--- src/rtl/core/sil_pkg.sv ---
// sil_pkg: shared constants for the sorted insertion list
// action codes, data width and the default list capacity
// no dependencies
package sil_pkg;

   localparam int DATA_W = 32;
   localparam int ACT_W = 2;
   localparam int CAPACITY_DEFAULT = 64;

   localparam logic [ACT_W-1:0] ACT_INSERT = 2'd0;
   localparam logic [ACT_W-1:0] ACT_DUMP = 2'd1;
   localparam logic [ACT_W-1:0] ACT_REPORT = 2'd2;

endpackage

--- src/rtl/core/sorted_insert_list_min_max_top.sv ---
// sorted_insert_list_min_max_top: bounded ascending list of signed words in one memory
// insert by top-down shift scan, dump in order, report largest and smallest
// depends on sil_pkg
//
// channel   ports                                  handshake
// request   req_action, req_value                  start high while busy low
// response  rsp_element, rsp_largest, rsp_smallest  rsp_valid strobe, one cycle, no stall
//           rsp_list_empty, rsp_rejected, rsp_last
//
// the list sits in one memory with a registered read port, one word read per cycle.
// insert: a full list rejects it and an empty list stores it at address 0; otherwise the
// scan runs from the top down, moving every stored value not smaller than the new one up a place.
// dump: one response per stored value in order (one empty response when empty); report: one response.
// reset clears state, count and rsp_valid; memory is never cleared, no entry past the count is read.
// results cannot be held off, so busy depends only on the operation in progress.
module sorted_insert_list_min_max_top #(
   parameter int CAPACITY = sil_pkg::CAPACITY_DEFAULT
) (
   input  logic                              clock,
   input  logic                              reset,
   input  logic                              start,
   output logic                              busy,
   input  logic [sil_pkg::ACT_W-1:0]         req_action,
   input  logic signed [sil_pkg::DATA_W-1:0] req_value,
   output logic                              rsp_valid,
   output logic signed [sil_pkg::DATA_W-1:0] rsp_element,
   output logic signed [sil_pkg::DATA_W-1:0] rsp_largest,
   output logic signed [sil_pkg::DATA_W-1:0] rsp_smallest,
   output logic                              rsp_list_empty,
   output logic                              rsp_rejected,
   output logic                              rsp_last
);

   localparam int AW = $clog2(CAPACITY);
   localparam int CW = $clog2(CAPACITY + 1);
   localparam int DW = sil_pkg::DATA_W;

   typedef enum logic [2:0] {
      ST_IDLE,
      ST_INS_SCAN,
      ST_INS_PUT,
      ST_DUMP,
      ST_REP_HI,
      ST_REP_LO
   } state_type;

   state_type            state_ff, state_in;
   logic [CW-1:0]        count_ff, count_in;
   logic [AW-1:0]        idx_ff, idx_in;
   logic signed [DW-1:0] value_ff, value_in;

   logic                 valid_ff, valid_in;
   logic signed [DW-1:0] element_ff, element_in;
   logic signed [DW-1:0] largest_ff, largest_in;
   logic signed [DW-1:0] smallest_ff, smallest_in;
   logic                 empty_ff, empty_in;
   logic                 rejected_ff, rejected_in;
   logic                 last_ff, last_in;

   // list memory
   logic signed [DW-1:0] mem [CAPACITY];
   logic signed [DW-1:0] rd_data_ff;
   logic                 rd_en;
   logic [AW-1:0]        rd_addr;
   logic                 wr_en;
   logic [AW-1:0]        wr_addr;
   logic signed [DW-1:0] wr_data;

   logic                 accept;
   logic                 is_full;
   logic                 is_empty;
   logic [AW-1:0]        top_addr;

   assign accept   = start && (state_ff == ST_IDLE);
   assign is_full  = (count_ff == CW'(CAPACITY));
   assign is_empty = (count_ff == '0);
   assign top_addr = AW'(count_ff - CW'(1));
   assign busy     = (state_ff != ST_IDLE);

   always_comb begin
      state_in    = state_ff;
      count_in    = count_ff;
      idx_in      = idx_ff;
      value_in    = value_ff;
      valid_in    = 1'b0;
      element_in  = '0;
      largest_in  = '0;
      smallest_in = '0;
      empty_in    = 1'b0;
      rejected_in = 1'b0;
      last_in     = 1'b1;
      rd_en       = 1'b0;
      rd_addr     = '0;
      wr_en       = 1'b0;
      wr_addr     = '0;
      wr_data     = value_ff;

      case (state_ff)
         ST_IDLE: begin
            if (accept) begin
               value_in = req_value;
               case (req_action)
                  sil_pkg::ACT_INSERT: begin
                     if (is_full) begin
                        valid_in    = 1'b1;
                        rejected_in = 1'b1;
                     end else if (is_empty) begin
                        wr_en    = 1'b1;
                        wr_addr  = '0;
                        wr_data  = req_value;
                        count_in = count_ff + CW'(1);
                        valid_in = 1'b1;
                     end else begin
                        rd_en    = 1'b1;
                        rd_addr  = top_addr;
                        idx_in   = top_addr;
                        state_in = ST_INS_SCAN;
                     end
                  end
                  sil_pkg::ACT_DUMP: begin
                     if (is_empty) begin
                        valid_in = 1'b1;
                        empty_in = 1'b1;
                     end else begin
                        rd_en    = 1'b1;
                        rd_addr  = '0;
                        idx_in   = '0;
                        state_in = ST_DUMP;
                     end
                  end
                  sil_pkg::ACT_REPORT: begin
                     if (is_empty) begin
                        valid_in = 1'b1;
                        empty_in = 1'b1;
                     end else begin
                        rd_en    = 1'b1;
                        rd_addr  = top_addr;
                        state_in = ST_REP_HI;
                     end
                  end
                  default: begin
                     state_in = ST_IDLE;
                  end
               endcase
            end
         end
         ST_INS_SCAN: begin
            if (rd_data_ff < value_ff) begin
               // found the slot just above this entry
               wr_en    = 1'b1;
               wr_addr  = idx_ff + AW'(1);
               wr_data  = value_ff;
               count_in = count_ff + CW'(1);
               valid_in = 1'b1;
               state_in = ST_IDLE;
            end else begin
               // not smaller: move it up one place and keep scanning down
               wr_en   = 1'b1;
               wr_addr = idx_ff + AW'(1);
               wr_data = rd_data_ff;
               if (idx_ff == '0) begin
                  state_in = ST_INS_PUT;
               end else begin
                  rd_en   = 1'b1;
                  rd_addr = idx_ff - AW'(1);
                  idx_in  = idx_ff - AW'(1);
               end
            end
         end
         ST_INS_PUT: begin
            wr_en    = 1'b1;
            wr_addr  = '0;
            wr_data  = value_ff;
            count_in = count_ff + CW'(1);
            valid_in = 1'b1;
            state_in = ST_IDLE;
         end
         ST_DUMP: begin
            valid_in   = 1'b1;
            element_in = rd_data_ff;
            if ((CW'(idx_ff) + CW'(1)) == count_ff) begin
               state_in = ST_IDLE;
            end else begin
               last_in = 1'b0;
               rd_en   = 1'b1;
               rd_addr = idx_ff + AW'(1);
               idx_in  = idx_ff + AW'(1);
            end
         end
         ST_REP_HI: begin
            value_in = rd_data_ff;
            rd_en    = 1'b1;
            rd_addr  = '0;
            state_in = ST_REP_LO;
         end
         ST_REP_LO: begin
            valid_in    = 1'b1;
            largest_in  = value_ff;
            smallest_in = rd_data_ff;
            state_in    = ST_IDLE;
         end
         default: begin
            state_in = ST_IDLE;
         end
      endcase
   end

   always_ff @(posedge clock) begin
      if (wr_en) begin
         mem[wr_addr] <= wr_data;
      end
      if (rd_en) begin
         rd_data_ff <= mem[rd_addr];
      end
   end

   always_ff @(posedge clock) begin
      if (reset) begin
         state_ff <= ST_IDLE;
         count_ff <= '0;
         valid_ff <= 1'b0;
      end else begin
         state_ff <= state_in;
         count_ff <= count_in;
         valid_ff <= valid_in;
      end
      idx_ff      <= idx_in;
      value_ff    <= value_in;
      element_ff  <= element_in;
      largest_ff  <= largest_in;
      smallest_ff <= smallest_in;
      empty_ff    <= empty_in;
      rejected_ff <= rejected_in;
      last_ff     <= last_in;
   end

   assign rsp_valid      = valid_ff;
   assign rsp_element    = element_ff;
   assign rsp_largest    = largest_ff;
   assign rsp_smallest   = smallest_ff;
   assign rsp_list_empty = empty_ff;
   assign rsp_rejected   = rejected_ff;
   assign rsp_last       = last_ff;

endmodule

--- config.mk ---
export PLATFORM = sky130hd
export DESIGN_NAME = sorted_insert_list_min_max_top
export DESIGN_NICKNAME = d
export VERILOG_FILES = /design/src/rtl/core/sil_pkg.sv /design/src/rtl/core/sorted_insert_list_min_max_top.sv
export SDC_FILE = /design/constraint.sdc
export NUM_CORES = 2
export LEC_CHECK = 0
export BUFFER_PORTS_ARGS = -buffer_cell sky130_fd_sc_hd__buf_2
export CORE_ASPECT_RATIO = 1.5
export CORE_UTILIZATION = 34
export CTS_CLUSTER_DIAMETER = 200
export DETAILED_ROUTE_END_ITERATION = 8
export SLEW_MARGIN = 20
export SYNTH_ARGS = -nofsm -noshare
export SYNTH_HDL_FRONTEND = slang
export SYNTH_SLANG_ARGS = --single-unit
export TNS_END_PERCENT = 100
--- constraint.sdc ---
create_clock -name clock -period 6.58 [get_ports clock]
set_input_delay 0.329 -clock clock [delete_from_list [all_inputs] [get_ports clock]]
set_output_delay 0.329 -clock clock [all_outputs]
set_load 0.05 [all_outputs]
* Word-level counts from Yosys, hierarchy flattened
Memories as Yosys holds them, arrays and structs flattened. A register that Yosys moved wholly into a read port is not among the register bits.
Index checks and enable logic that the tools add are counted.
** Operators by class
- Reduce and logical (&&, ||, !) cells :: 18
- Order comparisons :: 1
- $add $sub $neg :: 5
- Mux-type cells :: 64
- Eq/ne operators :: 24
** Operators by type and width (number)
- two-way mux 32 bit :: 6
- case mux 32 bit (2 select lines) :: 2
- two-way mux 6 bit :: 14
- case mux 6 bit (3 select lines) :: 2
- two-way mux 7 bit :: 5
- less-than comparator 32 bit :: 1
- two-way mux 3 bit :: 8
- case mux 6 bit (2 select lines) :: 2
- case mux 7 bit (3 select lines) :: 1
- two-way mux 1 bit :: 17
- inequality test 2 bit, second input constant :: 8
- inequality test 3 bit, second input constant :: 5
- case mux 3 bit (4 select lines) :: 1
- subtractor 6 x 1 -> 6 bit, second input constant :: 2
- case mux 3 bit (3 select lines) :: 1
- AND reduction 9 bit :: 1
- nonzero test 3 bit :: 3
- adder 6 x 1 -> 7 bit, second input constant :: 1
- adder 7 x 1 -> 7 bit, second input constant :: 1
- equality test 7 bit :: 1
- equality test 7 bit, second input constant :: 1
- zero test 7 bit :: 1
- AND reduction 7 bit :: 1
- adder 6 x 1 -> 6 bit, second input constant :: 1
- other kinds (20) :: 26
** Word-level totals
- Flip-flop bits (word level) :: 148
- Word-level logic and storage cells :: 124
- Output and inout port bits :: 101
- RAM bits :: 2048
- Memories :: 1
** Memory list
- mem :: words 64, bits a word 32, read ports 1, clocked after memory_dff 1, wr ports 1, line sorted_insert_list_min_max_top.sv:61 : logic signed [DW-1:0] mem [CAPACITY];

* Logic depth before layout (Yosys ltp)
- Word-level depth :: 8
- Gate-level depth with buffers :: 20
- Gate-level depth less buffers :: 13

* Worst setup path before layout
No wires, ideal clock.
- Path type :: flip-flop to flip-flop
- From :: register rd_data_ff[18], read port of mem
- To :: memory mem[0][31] in the netlist's numbering, data pin
- Clock period less this slack :: 5.060 ns
- Data arrival time :: 4.358 ns
- Required time :: 5.878 ns
- Cell stages (with the launch flop) :: 9
- Library setup time :: 0.702 ns
- Path slack :: 1.520 ns
- Cells stage by stage :: edfxtp_1 -> ha_1 -> and3_1 -> a221o_1 -> a211oi_2 -> nand2_1 -> nor2_1 -> a21oi_1 -> o21ai_0
** On the way
- Longest elaborated chain between the ends :: 3
** RTL lines
- start, declared :: line sorted_insert_list_min_max_top.sv:62 : logic signed [DW-1:0] rd_data_ff;
- less-than comparator 32 bit :: line sorted_insert_list_min_max_top.sv:148 : if (rd_data_ff < value_ff) begin
- two-way mux 32 bit :: line sorted_insert_list_min_max_top.sv:148
- case mux 32 bit (2 select lines) :: line sorted_insert_list_min_max_top.sv:98 : case (state_ff)
- named net wr_data[31] :: line sorted_insert_list_min_max_top.sv:67 : logic signed [DW-1:0] wr_data;
- end, declared :: line sorted_insert_list_min_max_top.sv:61
The timed path passes the listed nets, and every way through them passes these cells.

* Final worst setup path
- From :: register idx_ff[0]
- To :: register rd_data_ff[2], read port of mem, data pin
** On the way
- Longest elaborated chain between the ends :: 4
** RTL lines
- start, declared :: line sorted_insert_list_min_max_top.sv:49 : logic [AW-1:0] idx_ff, idx_in;
- start signal, assigned :: line sorted_insert_list_min_max_top.sv:227 : idx_ff <= idx_in;
- adder 6 x 1 -> 7 bit, or another cell as far along :: line sorted_insert_list_min_max_top.sv:181 : if ((CW'(idx_ff) + CW'(1)) == count_ff) begin
- equality test 7 bit, or another cell as far along :: line sorted_insert_list_min_max_top.sv:181
- two-way mux 1 bit, or another cell as far along :: line sorted_insert_list_min_max_top.sv:181
- case mux 1 bit (4 select lines) or case mux 6 bit (3 select lines) (tied branches) :: line sorted_insert_list_min_max_top.sv:98
Several ways; a longest one is shown, not always the timed one.
A chain may end at the register's enable or synchronous reset.

==> flow_metrics.env <==
export IMPL_leakage_nw=33.04
export IMPL_firstDrtPassIters=9
export IMPL_place_hpwl_microns=155100
export IMPL_ys_async_sr_fraction=0
export IMPL_syn_nets=5849
export IMPL_yosys_register_bits=2228
export IMPL_crit_family="compound AO/OA/AOI/OAI gates"
export IMPL_fin_tns_setup_ns=0
export IMPL_cp_required_ns=7.00
export IMPL_multi_input_area_sq_um=20510
export IMPL_regToRegSetupSlack_ns=0.30
export IMPL_wl_per_cell_microns=26.13
export IMPL_ios=138
export IMPL_crit_top_cell="buf_12"
export IMPL_max_slew_margin=0.2134
export IMPL_die_w_microns=416.2
export IMPL_synth_top_cell_by_area="edfxtp_1"
export IMPL_core_rowCount=227
export IMPL_cts_resized=0
export IMPL_drtIter0Drc=5483
export IMPL_peakVddDrop_v=0.0002088
export IMPL_start_kind="flop"
export IMPL_synth_compound_area_frac=0.06501
export IMPL_synth_area_top_cells="edfxtp_1 73%, nand2_1 4.8%, mux4_2 3.1%"
export IMPL_dieArea_sq_um=259500
export IMPL_max_slew_worst_pin_slew_ns=1.176
export IMPL_synth_cell_types=85
export IMPL_hold_violations=0
export IMPL_maxSlewViolCount=0
export IMPL_grt_use_total=0.1862
export IMPL_holdCritPathClass="in2reg"
export IMPL_finalPower_w=0.03502
export IMPL_synth_area_sq_um=87510
export IMPL_nets=6106
export IMPL_final_cell_mix="2118 x edfxtp_1, 1126 x nand2_1, 348 x nand3_1, 316 x a21oi_1, 224 x buf_4"
export IMPL_syn_avg_cell_area_sq_um=15.17
export IMPL_tritoncts="done"
export IMPL_synthAdderAreaFrac=0.006005
export IMPL_start_util=0.3427
export IMPL_synth_xor_area_frac=0.002788
export IMPL_whs_ns=0.07997
export IMPL_grt_pass1_vias=51499
export IMPL_core_sq_um=255300
export IMPL_path_class="reg2reg"
export IMPL_seqCellArea_sq_um=65800
export IMPL_fin_skew_ns=0.08302
export IMPL_synth_edf_count=2118
export IMPL_dieHeight_microns=623.3
export IMPL_synth_top_flop_cell="edfxtp_1"
export IMPL_critPathMaxStageDelay_ns=0.73
export IMPL_synth_top_family_by_area="simple AND/OR/NAND/NOR gates"
export IMPL_powerDensity_nw_per_um2=350.0
export IMPL_routed_via_density=5.482
export IMPL_overflow=0
export IMPL_portBuffers=137
export IMPL_final_common_cell="edfxtp_1"
export IMPL_path_cells="inv_1 -> ha_1 -> xor2_1 -> a311oi_1 -> o311ai_1 -> a2111oi_4 -> o32a_1 -> and3_4 -> buf_4 -> buf_12 -> buf_12 -> mux2i_1 -> a32oi_1 -> a31oi_1 -> o22a_1 -> nand4_1"
export IMPL_final_antenna_net_count=0
export IMPL_drc=4
export IMPL_violations="DRC"
export IMPL_ctsLongestPathBuffers=4
export IMPL_critPathCaptureType="flop"
export IMPL_n_fill_cell=23111
export IMPL_cp_data_arrival_time_ns=6.70
export IMPL_syn_inst=5770
export IMPL_htreeDepth=4
export IMPL_layout_drive_gt1_share=0.1552
export IMPL_grt_first_pass_wirelength_microns=358000
export IMPL_clkTransAtPathRegs_ns=0.08
export IMPL_routed_wirelength_microns=247900
export IMPL_synth_simple_area_share=0.09171
export IMPL_cts_buffers=192
export IMPL_layout_min_cycle_time_ns=6.278
export IMPL_antenna_found_initial=12
export IMPL_synthMuxAreaShare=0.06075
export IMPL_fmax_mhz=159.3
export IMPL_path_buf_inv=4
export IMPL_cts_root_buffer="clkbuf_16"
export IMPL_cp_max_fo=53
export IMPL_grt_max_degree=84
export IMPL_yosysWarnings=0
export IMPL_vias=52023
export IMPL_outcome="finished with violations"
export IMPL_yosysSeqAreaShare=0.7520
export IMPL_clkSinkCount=2228
export IMPL_setup_viol=0
export IMPL_synthToLayoutAreaGrowth_pct=14.34
export IMPL_crit_slowest_cell="edfxtp_1"
export IMPL_clock_latency_ns=0.86
export IMPL_gp_congestion=0.8723
export IMPL_cap_violations=0
export IMPL_rsz0062_at_grt="no"
export IMPL_netlist_area_leader_share=0.7268
export IMPL_fin_crit_sh=0.9541
[registers in the layout (all words and copies together) (netlist names), 3 cells and up]
| register | count |
|---|---|
| rd_data_ff | 32 |
| idx_ff | 6 |
| rsp_element | 32 |
| mem | 2048 |
| rsp_largest | 32 |
| state_ff | 3 |
| rsp_smallest | 32 |
| count_ff | 7 |
| value_ff | 32 |
[cell families after synthesis]
logic type	after synthesis
mux	375
simple gates	1847
fa+ha+maj	42
compound gates	829
flops	2228
buf+inv	422
xor+xnor	27
[repair_timing]
item                                   CTS  global route
hold buffers                            34             0
endpoints found under the hold margin   45             0
setup buffers                            0             0
[report_power, final]
part / switching, W / total [W] / internal, W
registers: 0.000193 / 0.0173 / 0.0171
logic: 0.00480 / 0.00654 / 0.00174
clock network: 0.00504 / 0.0112 / 0.00616
[per-stage QoR]
| stage | utilization | std cells | worst slack [ns] | cell area [sq um] |
|---|---|---|---|---|
| 2_1_floorplan | - | 5770 | 1.520 | 87510 |
| 3_3_place_gp | 0.3665 | 9117 | 0.3758 | 93590 |
| 3_5_place_dp | 0.3666 | 9118 | 0.3622 | 93610 |
| 4_1_cts | 0.3915 | 9487 | 0.3519 | 99970 |
| 5_1_grt | 0.3919 | 9489 | 0.1130 | 100100 |
| 6_report | 0.3919 | 9490 | 0.3018 | 100100 |
[path summary, 6_finish.rpt]
kind | to | start | cells past startpoint
max | rd_data_ff[2] | idx_ff[0] | 16
min | state_ff[2] | req_action[1] | 4
max reg2reg | rd_data_ff[2] | idx_ff[0] | 16
min reg2reg | rsp_largest[2] | value_ff[2] | 2
[layer usage]
metal | up-vias | part of all wire | track usage
met5 | - | 0.00023 | 0
met1 | 26633 | 0.38 | 0.2262
met3 | 494 | 0.066 | 0.02383
met2 | 2272 | 0.51 | 0.3325
met4 | 8 | 0.042 | 0.07500
li1 | 22616 | - | -
[worst reg2reg max path: stages, from the launching register on]
cell and delay [ns]:
edfxtp_1 0.73, inv_1 0.19, ha_1 0.49, xor2_1 0.20, a311oi_1 0.23, o311ai_1 0.19, a2111oi_4 0.46, o32a_1 0.30
and3_4 0.56, buf_4 0.36, buf_12 0.31, buf_12 0.32, mux2i_1 0.26, a32oi_1 0.09, a31oi_1 0.30, o22a_1 0.38
nand4_1 0.47
[layout make-up]
class                      count  area share
timing repair buffer         427     0.03346
clock buffer                 235     0.05127
inverter                      58    0.002188
sequential                  2228      0.6576
multi-input combinational   3120      0.2050
tap                         3320     0.04152
antenna                        2  0.00005002
clock inverter               100    0.008891
[cells in the mapped netlist, types with 9 or more instances]
library cell,n
edfxtp_1,2118
nand2_1,1126
nand3_1,349
a21oi_1,317
mux2i_1,215
clkbuf_1,186
mux4_2,121
nor2_1,111
dfxtp_1,110
buf_2,108
a31oi_1,72
a32oi_1,71
nand4_1,59
inv_1,56
nor3_1,54
a2111oi_0,46
a22oi_1,45
a22o_1,44
ha_1,42
mux2_2,37
o21ai_0,37
and2_1,36
and3_1,36
o2111ai_1,31
buf_1,30
o211ai_1,30
buf_4,28
or3_1,23
a221o_1,22
nor2b_1,19
o22ai_1,19
o32a_1,17
xnor2_1,17
o22a_1,16
a221oi_1,15
a222oi_1,10
buf_6,10
xor2_1,9
Note: power is estimated with default switching activity, not from simulation.
